File: config.mk
export PLATFORM = sky130hd
export DESIGN_NAME = dct_ii_block_transform
export DESIGN_NICKNAME = d
export VERILOG_FILES = /design/src/rtl/dct_pkg.sv /design/src/rtl/dct_ii_block_transform.sv /design/src/rtl/dct_coef_gen.sv /design/src/rtl/dct_mac.sv
export SDC_FILE = /design/constraint.sdc
export NUM_CORES = 1
export LEC_CHECK = 0
export ABC_CLOCK_PERIOD_IN_PS = 6950
export BUFFER_PORTS_ARGS = -buffer_cell sky130_fd_sc_hd__buf_2
export CAP_MARGIN = 20
export CORE_MARGIN = 3
export CORE_UTILIZATION = 35
export DETAILED_ROUTE_END_ITERATION = 12
export HOLD_SLACK_MARGIN = 0.05
export SLEW_MARGIN = 20
export SYNTH_ARGS = -nofsm -noshare
export SYNTH_HDL_FRONTEND = slang
export SYNTH_SLANG_ARGS = --single-unit
export TNS_END_PERCENT = 100
File: constraint.sdc
create_clock -name clk_i -period 6.95 [get_ports clk_i]
set_input_delay 1.39 -clock clk_i [delete_from_list [all_inputs] [get_ports clk_i]]
set_output_delay 1.39 -clock clk_i [all_outputs]
set_load 0.01 [all_outputs]
File: src/rtl/dct_pkg.sv
`timescale 1ns / 1ps
`default_nettype none

package dct_pkg;

  localparam int unsigned SAMPLE_W    = 16;
  localparam int unsigned COEF_OUT_W  = 20;
  localparam int unsigned IDX_W       = 6;
  localparam int unsigned FRAC_BITS   = 5;
  // rom coefficient: magnitude up to the dc gain of a 4-point block (16)
  localparam int unsigned COEF_W      = 6;
  localparam int unsigned PROD_W      = SAMPLE_W + COEF_W;
  localparam int unsigned STEP_W      = 9;
  localparam int          COEF_MAX    = 524287;
  localparam int          COEF_MIN    = -524288;

  typedef enum logic [1:0] {
    ST_COLLECT,
    ST_MAC,
    ST_DRAIN,
    ST_EMIT
  } state_e;

  typedef struct packed {
    logic clr;  // start a new coefficient sum
    logic vld;  // operand pair valid this cycle
  } mac_ctl_t;

  typedef struct packed {
    logic load; // restart phase for a new frequency index
    logic adv;  // step to the next sample position
  } gen_ctl_t;

  // floor(2^FRAC_BITS / sqrt(len)), worked out at elaboration
  function automatic int dc_gain(input int len);
    int g;
    g = 0;
    for (int j = 1; j <= (1 << FRAC_BITS); j++) begin
      if (j * j * len <= (1 << (2 * FRAC_BITS))) begin
        g = j;
      end
    end
    return g;
  endfunction

  // quarter-wave cosine magnitude, steps of pi/128
  function automatic logic [2:0] quarter_mag(input logic [STEP_W-1:0] step);
    logic [2:0] m;
    if (step < STEP_W'(20)) begin
      m = 3'd5;
    end else if (step <= STEP_W'(32)) begin
      m = 3'd4;
    end else if (step <= STEP_W'(41)) begin
      m = 3'd3;
    end else if (step <= STEP_W'(49)) begin
      m = 3'd2;
    end else if (step <= STEP_W'(56)) begin
      m = 3'd1;
    end else begin
      m = 3'd0;
    end
    return m;
  endfunction

endpackage

`default_nettype wire

File: src/rtl/dct_ii_block_transform.sv
`timescale 1ns / 1ps
`default_nettype none

// channel      | dir | handshake                                   | payload
// sample       | in  | sample_valid_i / sample_ready_o             | sample_i
// coefficient  | out | coefficient_valid_o / coefficient_ready_i   | coefficient_o,
//              |     |                                             | coefficient_index_o,
//              |     |                                             | last_of_block_o
//
// samples are taken one per cycle until the block holds BLOCK_LENGTH of them.
// each coefficient then takes its turn on the one shared multiply-accumulate
// (buffer read, multiply, accumulate, drain, emit). sample_ready_o is low
// while coefficients are computed; a stalled output beat holds the next
// coefficient in the emit step. reset clears the fill count and control
// only; the sample buffer is written before it is read.

module dct_ii_block_transform #(
  parameter int unsigned BLOCK_LENGTH = 64
) (
  input  wire logic                                    clk_i,
  input  wire logic                                    rst_ni,
  input  wire logic [dct_pkg::SAMPLE_W-1:0]            sample_i,
  input  wire logic                                    sample_valid_i,
  output logic                                         sample_ready_o,
  output logic [dct_pkg::COEF_OUT_W-1:0]               coefficient_o,
  output logic [dct_pkg::IDX_W-1:0]                    coefficient_index_o,
  output logic                                         last_of_block_o,
  output logic                                         coefficient_valid_o,
  input  wire logic                                    coefficient_ready_i
);

  localparam int unsigned KW    = $clog2(BLOCK_LENGTH);
  localparam int unsigned ACC_W = dct_pkg::PROD_W + KW;
  localparam logic [KW-1:0] LAST_POS = KW'(BLOCK_LENGTH - 1);

  dct_pkg::state_e state_q, state_d;
  logic [KW-1:0] fill_q, fill_d;
  logic [KW-1:0] n_q, n_d;
  logic [KW-1:0] k_q, k_d;
  logic          rd_vld_q;
  logic [dct_pkg::SAMPLE_W-1:0] rd_q;
  logic [dct_pkg::SAMPLE_W-1:0] buf_mem [BLOCK_LENGTH];

  logic          in_beat;
  logic          issue;
  logic          emit;
  logic          out_vld_q, out_vld_d;
  logic [dct_pkg::COEF_OUT_W-1:0] coef_q;
  logic [dct_pkg::IDX_W-1:0]      idx_q;
  logic          last_q;
  logic [KW+dct_pkg::IDX_W-1:0]   k_ext;

  logic [KW-1:0] gen_k;
  dct_pkg::gen_ctl_t gen_ctl;
  dct_pkg::mac_ctl_t mac_ctl;
  logic signed [dct_pkg::COEF_W-1:0]     rom_coef;
  logic signed [dct_pkg::COEF_OUT_W-1:0] mac_result;
  logic          mac_busy;

  assign in_beat = sample_valid_i && sample_ready_o;

  always_comb begin
    state_d        = state_q;
    fill_d         = fill_q;
    n_d            = n_q;
    k_d            = k_q;
    sample_ready_o = 1'b0;
    issue          = 1'b0;
    emit           = 1'b0;
    gen_k          = '0;
    gen_ctl        = '0;
    mac_ctl.clr    = 1'b0;
    mac_ctl.vld    = rd_vld_q;
    unique case (state_q)
      dct_pkg::ST_COLLECT: begin
        sample_ready_o = 1'b1;
        if (in_beat) begin
          if (fill_q == LAST_POS) begin
            fill_d       = '0;
            k_d          = '0;
            n_d          = '0;
            gen_ctl.load = 1'b1;
            mac_ctl.clr  = 1'b1;
            state_d      = dct_pkg::ST_MAC;
          end else begin
            fill_d = fill_q + 1'b1;
          end
        end
      end
      dct_pkg::ST_MAC: begin
        issue       = 1'b1;
        gen_ctl.adv = 1'b1;
        if (n_q == LAST_POS) begin
          n_d     = '0;
          state_d = dct_pkg::ST_DRAIN;
        end else begin
          n_d = n_q + 1'b1;
        end
      end
      dct_pkg::ST_DRAIN: begin
        if (!rd_vld_q && !mac_busy) begin
          state_d = dct_pkg::ST_EMIT;
        end
      end
      dct_pkg::ST_EMIT: begin
        if (!out_vld_q || coefficient_ready_i) begin
          emit = 1'b1;
          if (k_q == LAST_POS) begin
            state_d = dct_pkg::ST_COLLECT;
          end else begin
            k_d          = k_q + 1'b1;
            gen_k        = k_q + 1'b1;
            gen_ctl.load = 1'b1;
            mac_ctl.clr  = 1'b1;
            state_d      = dct_pkg::ST_MAC;
          end
        end
      end
      default: begin
        state_d = dct_pkg::ST_COLLECT;
      end
    endcase
  end

  always_comb begin
    out_vld_d = out_vld_q;
    if (emit) begin
      out_vld_d = 1'b1;
    end else if (coefficient_ready_i) begin
      out_vld_d = 1'b0;
    end
  end

  always_ff @(posedge clk_i or negedge rst_ni) begin
    if (!rst_ni) begin
      state_q   <= dct_pkg::ST_COLLECT;
      fill_q    <= '0;
      n_q       <= '0;
      k_q       <= '0;
      rd_vld_q  <= 1'b0;
      out_vld_q <= 1'b0;
    end else begin
      state_q   <= state_d;
      fill_q    <= fill_d;
      n_q       <= n_d;
      k_q       <= k_d;
      rd_vld_q  <= issue;
      out_vld_q <= out_vld_d;
    end
  end

  // sample buffer: one write port, one registered read port
  always_ff @(posedge clk_i) begin
    if (in_beat) begin
      buf_mem[fill_q] <= sample_i;
    end
  end

  always_ff @(posedge clk_i) begin
    if (issue) begin
      rd_q <= buf_mem[n_q];
    end
  end

  assign k_ext = {{dct_pkg::IDX_W{1'b0}}, k_q};

  always_ff @(posedge clk_i) begin
    if (emit) begin
      coef_q <= mac_result;
      idx_q  <= k_ext[dct_pkg::IDX_W-1:0];
      last_q <= (k_q == LAST_POS);
    end
  end

  assign coefficient_o       = coef_q;
  assign coefficient_index_o = idx_q;
  assign last_of_block_o     = last_q;
  assign coefficient_valid_o = out_vld_q;

  dct_coef_gen #(
    .BLOCK_LENGTH(BLOCK_LENGTH)
  ) u_coef_gen (
    .clk_i (clk_i),
    .rst_ni(rst_ni),
    .ctl_i (gen_ctl),
    .k_i   (gen_k),
    .coef_o(rom_coef)
  );

  dct_mac #(
    .ACC_W(ACC_W)
  ) u_mac (
    .clk_i   (clk_i),
    .rst_ni  (rst_ni),
    .ctl_i   (mac_ctl),
    .sample_i($signed(rd_q)),
    .coef_i  (rom_coef),
    .busy_o  (mac_busy),
    .result_o(mac_result)
  );

  // a coefficient beat only starts out of the emit step
  assert property (@(posedge clk_i) disable iff (!rst_ni)
    $rose(coefficient_valid_o) |-> $past(state_q == dct_pkg::ST_EMIT))
    else $error("coefficient beat started outside emit");

  // the sum is final before it is emitted
  assert property (@(posedge clk_i) disable iff (!rst_ni)
    (state_q == dct_pkg::ST_EMIT) |-> (!rd_vld_q && !mac_busy))
    else $error("emit with products still in flight");

  // the fill count restarts at each block
  assert property (@(posedge clk_i) disable iff (!rst_ni)
    (state_q == dct_pkg::ST_MAC) |-> (fill_q == '0))
    else $error("fill count not cleared during transform");

endmodule

`default_nettype wire

File: src/rtl/dct_coef_gen.sv
`timescale 1ns / 1ps
`default_nettype none

module dct_coef_gen #(
  parameter int unsigned BLOCK_LENGTH = 64
) (
  input  wire logic                                    clk_i,
  input  wire logic                                    rst_ni,
  input  wire dct_pkg::gen_ctl_t                       ctl_i,
  input  wire logic [$clog2(BLOCK_LENGTH)-1:0]         k_i,
  output logic signed [dct_pkg::COEF_W-1:0]            coef_o
);

  localparam int unsigned PW  = $clog2(4 * BLOCK_LENGTH);
  localparam int          DC  = dct_pkg::dc_gain(BLOCK_LENGTH);
  localparam logic [PW-1:0] Q1 = PW'(BLOCK_LENGTH);
  localparam logic [PW-1:0] Q2 = PW'(2 * BLOCK_LENGTH);
  localparam logic [PW-1:0] Q3 = PW'(3 * BLOCK_LENGTH);
  localparam logic [PW:0]   Q4 = (PW + 1)'(4 * BLOCK_LENGTH);

  logic [PW-1:0] phase_q, phase_d;
  logic [PW-1:0] twok_q, twok_d;
  logic          dc_q, dc_d;
  logic [PW:0]   phase_sum;
  logic [PW-1:0] step;
  logic          neg;
  logic [PW+dct_pkg::STEP_W-1:0] step_ext;
  logic [2:0]    mag;
  logic signed [dct_pkg::COEF_W-1:0] coef_d;

  // phase of sample n for index k is (2n+1)k mod 4L, stepped by 2k
  assign phase_sum = {1'b0, phase_q} + {1'b0, twok_q};

  always_comb begin
    phase_d = phase_q;
    twok_d  = twok_q;
    dc_d    = dc_q;
    if (ctl_i.load) begin
      phase_d = PW'(k_i);
      twok_d  = PW'({k_i, 1'b0});
      dc_d    = (k_i == '0);
    end else if (ctl_i.adv) begin
      if (phase_sum >= Q4) begin
        phase_d = PW'(phase_sum - Q4);
      end else begin
        phase_d = phase_sum[PW-1:0];
      end
    end
  end

  // fold the phase into one quarter wave
  always_comb begin
    if (phase_q <= Q1) begin
      step = phase_q;
      neg  = 1'b0;
    end else if (phase_q <= Q2) begin
      step = Q2 - phase_q;
      neg  = 1'b1;
    end else if (phase_q <= Q3) begin
      step = phase_q - Q2;
      neg  = 1'b1;
    end else begin
      step = PW'(Q4 - {1'b0, phase_q});
      neg  = 1'b0;
    end
  end

  assign step_ext = {{dct_pkg::STEP_W{1'b0}}, step};
  assign mag      = dct_pkg::quarter_mag(step_ext[dct_pkg::STEP_W-1:0]);

  always_comb begin
    if (dc_q) begin
      coef_d = dct_pkg::COEF_W'(DC);
    end else if (neg) begin
      coef_d = -$signed({{(dct_pkg::COEF_W-3){1'b0}}, mag});
    end else begin
      coef_d = $signed({{(dct_pkg::COEF_W-3){1'b0}}, mag});
    end
  end

  always_ff @(posedge clk_i or negedge rst_ni) begin
    if (!rst_ni) begin
      phase_q <= '0;
      twok_q  <= '0;
      dc_q    <= 1'b0;
    end else begin
      phase_q <= phase_d;
      twok_q  <= twok_d;
      dc_q    <= dc_d;
    end
  end

  // registered alongside the sample buffer read
  always_ff @(posedge clk_i) begin
    if (ctl_i.adv) begin
      coef_o <= coef_d;
    end
  end

endmodule

`default_nettype wire

File: src/rtl/dct_mac.sv
`timescale 1ns / 1ps
`default_nettype none

module dct_mac #(
  parameter int unsigned ACC_W = 28
) (
  input  wire logic                                    clk_i,
  input  wire logic                                    rst_ni,
  input  wire dct_pkg::mac_ctl_t                       ctl_i,
  input  wire logic signed [dct_pkg::SAMPLE_W-1:0]     sample_i,
  input  wire logic signed [dct_pkg::COEF_W-1:0]       coef_i,
  output logic                                         busy_o,
  output logic signed [dct_pkg::COEF_OUT_W-1:0]        result_o
);

  localparam int unsigned PW = dct_pkg::PROD_W;
  localparam logic signed [ACC_W-1:0] MAXV = ACC_W'(dct_pkg::COEF_MAX);
  localparam logic signed [ACC_W-1:0] MINV = ACC_W'(dct_pkg::COEF_MIN);
  localparam logic signed [ACC_W-1:0] BIAS = ACC_W'((1 << dct_pkg::FRAC_BITS) - 1);

  logic signed [PW-1:0]    prod_d, prod_q;
  logic                    pvld_q;
  logic signed [ACC_W-1:0] acc_q, acc_d;
  logic signed [ACC_W-1:0] biased;
  logic signed [ACC_W-1:0] quot;

  assign prod_d = PW'(sample_i) * PW'(coef_i);

  always_comb begin
    acc_d = acc_q;
    if (ctl_i.clr) begin
      acc_d = '0;
    end else if (pvld_q) begin
      acc_d = acc_q + ACC_W'(prod_q);
    end
  end

  always_ff @(posedge clk_i or negedge rst_ni) begin
    if (!rst_ni) begin
      pvld_q <= 1'b0;
    end else begin
      pvld_q <= ctl_i.vld;
    end
  end

  always_ff @(posedge clk_i) begin
    prod_q <= prod_d;
    acc_q  <= acc_d;
  end

  assign busy_o = pvld_q;

  // divide by 2^FRAC_BITS toward zero: bias negative sums before the shift
  assign biased = acc_q[ACC_W-1] ? acc_q + BIAS : acc_q;
  assign quot   = biased >>> dct_pkg::FRAC_BITS;

  always_comb begin
    if (quot > MAXV) begin
      result_o = dct_pkg::COEF_OUT_W'(MAXV);
    end else if (quot < MINV) begin
      result_o = dct_pkg::COEF_OUT_W'(MINV);
    end else begin
      result_o = dct_pkg::COEF_OUT_W'(quot);
    end
  end

endmodule

`default_nettype wire
==> flow_summary_export.csv <==
group,metric,value,unit
status,outcome,"finished, final reports clean",
timing,maxSlewViolCount,0,
global_routing,grt_usage,15.38,%
logic_synthesis,syn_avg_cell_area,19.13,µm²
timing,tightestPinTransition,1.054,ns
timing,relSlewSlack,29.47,%
place,place.gp.congestion,0.8061,
timing,post-route-period-util,76.41,%
cts,cts_root_buf,"clkbuf_16",
run,cap_viol_max_count,0,
pwr,p_leak,18.15,nW
cts,clk_pin_slew_worst_paths,0.06,ns
setup_path,cp-start-kind,"flop",
place,portBuffers,48,
global_routing,grt_pass1_wl,167.6,mm
timing,rsz0062_at_grt,"no",
final_layout,fin_cells,4704,
cts,cts.sinks,1160,
global_routing,grt_pass1_vias,25650,
setup_path,endpoint,"u_mac.prod_q[20]",
global_routing,grt_max_degree,93,
setup_path,worstReg2RegStart,"u_coef_gen.coef_o[2]",
route,initialDrtViolationCount,2201,
logic_synthesis,synth_area,49410,µm²
cts,postCtsHoldBufs,0,
route,wl_per_cell,23.78,µm
timing,setup_viol,0,
floorplan,pin_count,49,
floorplan,core-area,139900,µm²
cts,cts_made_buffers,118,
setup_path,cp.required,7.50,ns
global_routing,antenna_found_initial,5,
place,dp_cells,4478,
cts,clockBufferDepth,3,
setup_path,startpoint,"u_coef_gen.coef_o[2]",
setup_path,path_max_fanout,16,
timing,min_period,5.311,ns
logic_synthesis,seq_area_frac_synth,69.11,%
route,via_per_inst,5.233,
cts,htree_levels,3,
floorplan,rows,137,
place,dp_hpwl,66.14,mm
cts,clkLatencyLatePin,0.75,ns
cts,cts_setup_buffers,0,
place,place_ws,1.668,ns
route,first_pass_iters,6,
final_layout,synthToLayoutAreaGrowth,13.57,%
route,drc,0,
floorplan,dieArea,145700,µm²
hold_path,whs_path_depth,0,
timing,layout_setup_ws,1.639,ns
logic_synthesis,synth-edff-count,1072,
timing,skew,0.07917,ns
logic_synthesis,yosys_most_used_dff,"edfxtp_1",
floorplan,die_y,381.7,µm
timing,hold_viol,0,
floorplan,start_util,35.32,%
route,postRouteAntennaNets,0,
setup_path,r2r-end,"u_mac.prod_q[20]",
cts,post_cts_resized,0,
logic_synthesis,async_flop_share,3.276,%
logic_synthesis,synth.distinct_cells,81,
timing,max_freq,188.3,MHz
logic_synthesis,synth_warnings,0,
logic_synthesis,synth_cells,2583,
cts,cts_tree,"built",
floorplan,die_w,381.7,µm
final_layout,layout-drive-gt1-share,23.46,%
route,routed_wl,111.9,mm
setup_path,cp.arrival,5.86,ns
logic_synthesis,syn_nets,2756,
setup_path,worstRegToRegCells,18,
setup_path,critical_path_class,"flop to flop",
final_layout,nets,2896,
logic_synthesis,ys_ff_latch,1160,
pwr,powerDensity,248.2,nW/µm²
global_routing,grt.overflow.total,0,
setup_path,cp-end-kind,"flop",
pwr,ir_drop,222.2,µV
route,num_vias,24610,
pwr,power.total,0.01393,W
timing,setup_tns,0,ns
setup_path,reg2reg_slack,1.64,ns
final_layout,final_core_util,40.12,%
hold_path,holdCritPathClass,"flop to flop",
==> Yosys cell counts, types with 11 or more instances <==
cell type,number,area share (%)
dfxtp_1,50,2.0
mux2i_1,18,0.36
a21oi_1,48,0.49
nand2_1,87,0.66
dfrtp_1,38,1.9
nor3_1,23,0.23
xor2_1,28,0.50
mux4_2,336,15
nor2_1,135,1.0
edfxtp_1,1072,65
and2_1,76,0.96
buf_2,17,0.17
nand3_1,36,0.36
a21o_1,19,0.29
nor2b_1,22,0.28
ha_1,85,2.2
o21ai_0,51,0.52
fa_1,68,2.8
o21ai_1,17,0.17
xnor2_1,49,0.87
buf_1,11,0.084
inv_1,68,0.52
clkbuf_1,71,0.54
==> kinds of logic after synthesis <==
logic type | synth area share, %
adder cells (fa/ha/maj) | 4.908
buffers and inverters | 1.525
flip-flops | 69.11
AND/OR/NAND/NOR | 4.366
AO/OA/AOI/OAI | 2.958
XOR/XNOR | 1.365
multiplexers | 15.77
==> flip-flops by register name, indices dropped and copies added (netlist names), 8 cells and up <==
signal,flops
u_mac.acc_q,28
buf_mem,1024
u_mac.prod_q,22
u_coef_gen.phase_q,8
coefficient_o,20
rd_q,16
==> cell usage in the layout, fill, tap and decap left out, drive strengths merged, types with 6 or more instances in the layout <==
cell	Yosys	final
and3	11	11
bufinv	0	10
edfxtp	1072	1072
xor2	28	28
o21bai	8	8
a22o	6	6
a21o	19	19
dfrtp	38	38
clkbuf	71	141
dfxtp	50	50
mux2i	18	18
nand2b	8	8
diode	0	6
xnor2	49	49
fa	68	68
nand3	37	37
mux4	336	336
a21oi	49	49
clkinv	0	58
nor2	136	136
nand2	87	87
nor3	23	23
inv	68	73
a211oi	11	11
o21a	11	11
nor2b	22	22
or3	7	7
a31oi	6	6
and2	76	76
o21ai	69	69
ha	85	85
buf	40	131
==> worst min path at each step <==
stage | start | slack, ns | end
after floorplan | rd_vld_q | 0.35 | u_mac.busy_o
after global placement | rd_vld_q | 0.36 | u_mac.busy_o
after detailed placement | rd_vld_q | 0.36 | u_mac.busy_o
after CTS | rd_vld_q | 0.37 | u_mac.busy_o
after global routing | rd_vld_q | 0.40 | u_mac.busy_o
final | rd_vld_q | 0.38 | u_mac.busy_o
==> metrics by stage <==
stage          hold WS (ns)  area, µm²
2_1_floorplan        0.3488      49410
3_3_place_gp         0.3573      52200
3_5_place_dp         0.3619      52200
4_1_cts              0.3745      56040
5_1_grt              0.3951      56100
6_report             0.3760      56110
==> worst max-delay path, stage by stage (launching register included) <==
cell and delay, ns:
edfxtp_1 0.59, and2_1 0.25, fa_1 0.54, inv_1 0.06, fa_1 0.48, inv_1 0.06
fa_1 0.49, fa_1 0.55, inv_1 0.07, fa_1 0.46, nor2b_1 0.13, o21a_1 0.14
o21ai_0 0.14, a211oi_1 0.33, nor2_1 0.10, a211o_1 0.31, o2111ai_1 0.24, a21oi_1 0.11
xnor2_1 0.14
==> report_power, final <==
group          leakage, nW             switching, W  internal [W]  total, W
registers             10.5  0.000000000000000000623       0.00761   0.00761
clock network         1.85                  0.00267       0.00353   0.00621
logic                 5.76                 0.000100    0.00000679  0.000107
total                 18.1                  0.00277        0.0112    0.0139
==> cell type report <==
type | instances | area [µm²]
Inverter | 68 | 255.2
Antenna cell | 6 | 15.01
Tap cell | 1876 | 2347
Sequential cell | 1160 | 34160
Clock inverter | 78 | 770.7
Clock buffer | 141 | 3070
Timing Repair Buffer | 131 | 973.4
Fill cell | 12390 | 83760
Multi-Input combinational cell | 1244 | 14520
==> metal layers <==
layer | vias to the layer above | track usage (%) | share of wire (%)
li1 | 10650 | - | -
met3 | 150 | 2.578 | 6.0
met1 | 13060 | 20.30 | 41
met5 | - | 0 | 0
met4 | 0 | 3.748 | 2.1
met2 | 749 | 26.56 | 51
(Power assumes the default switching activity.)
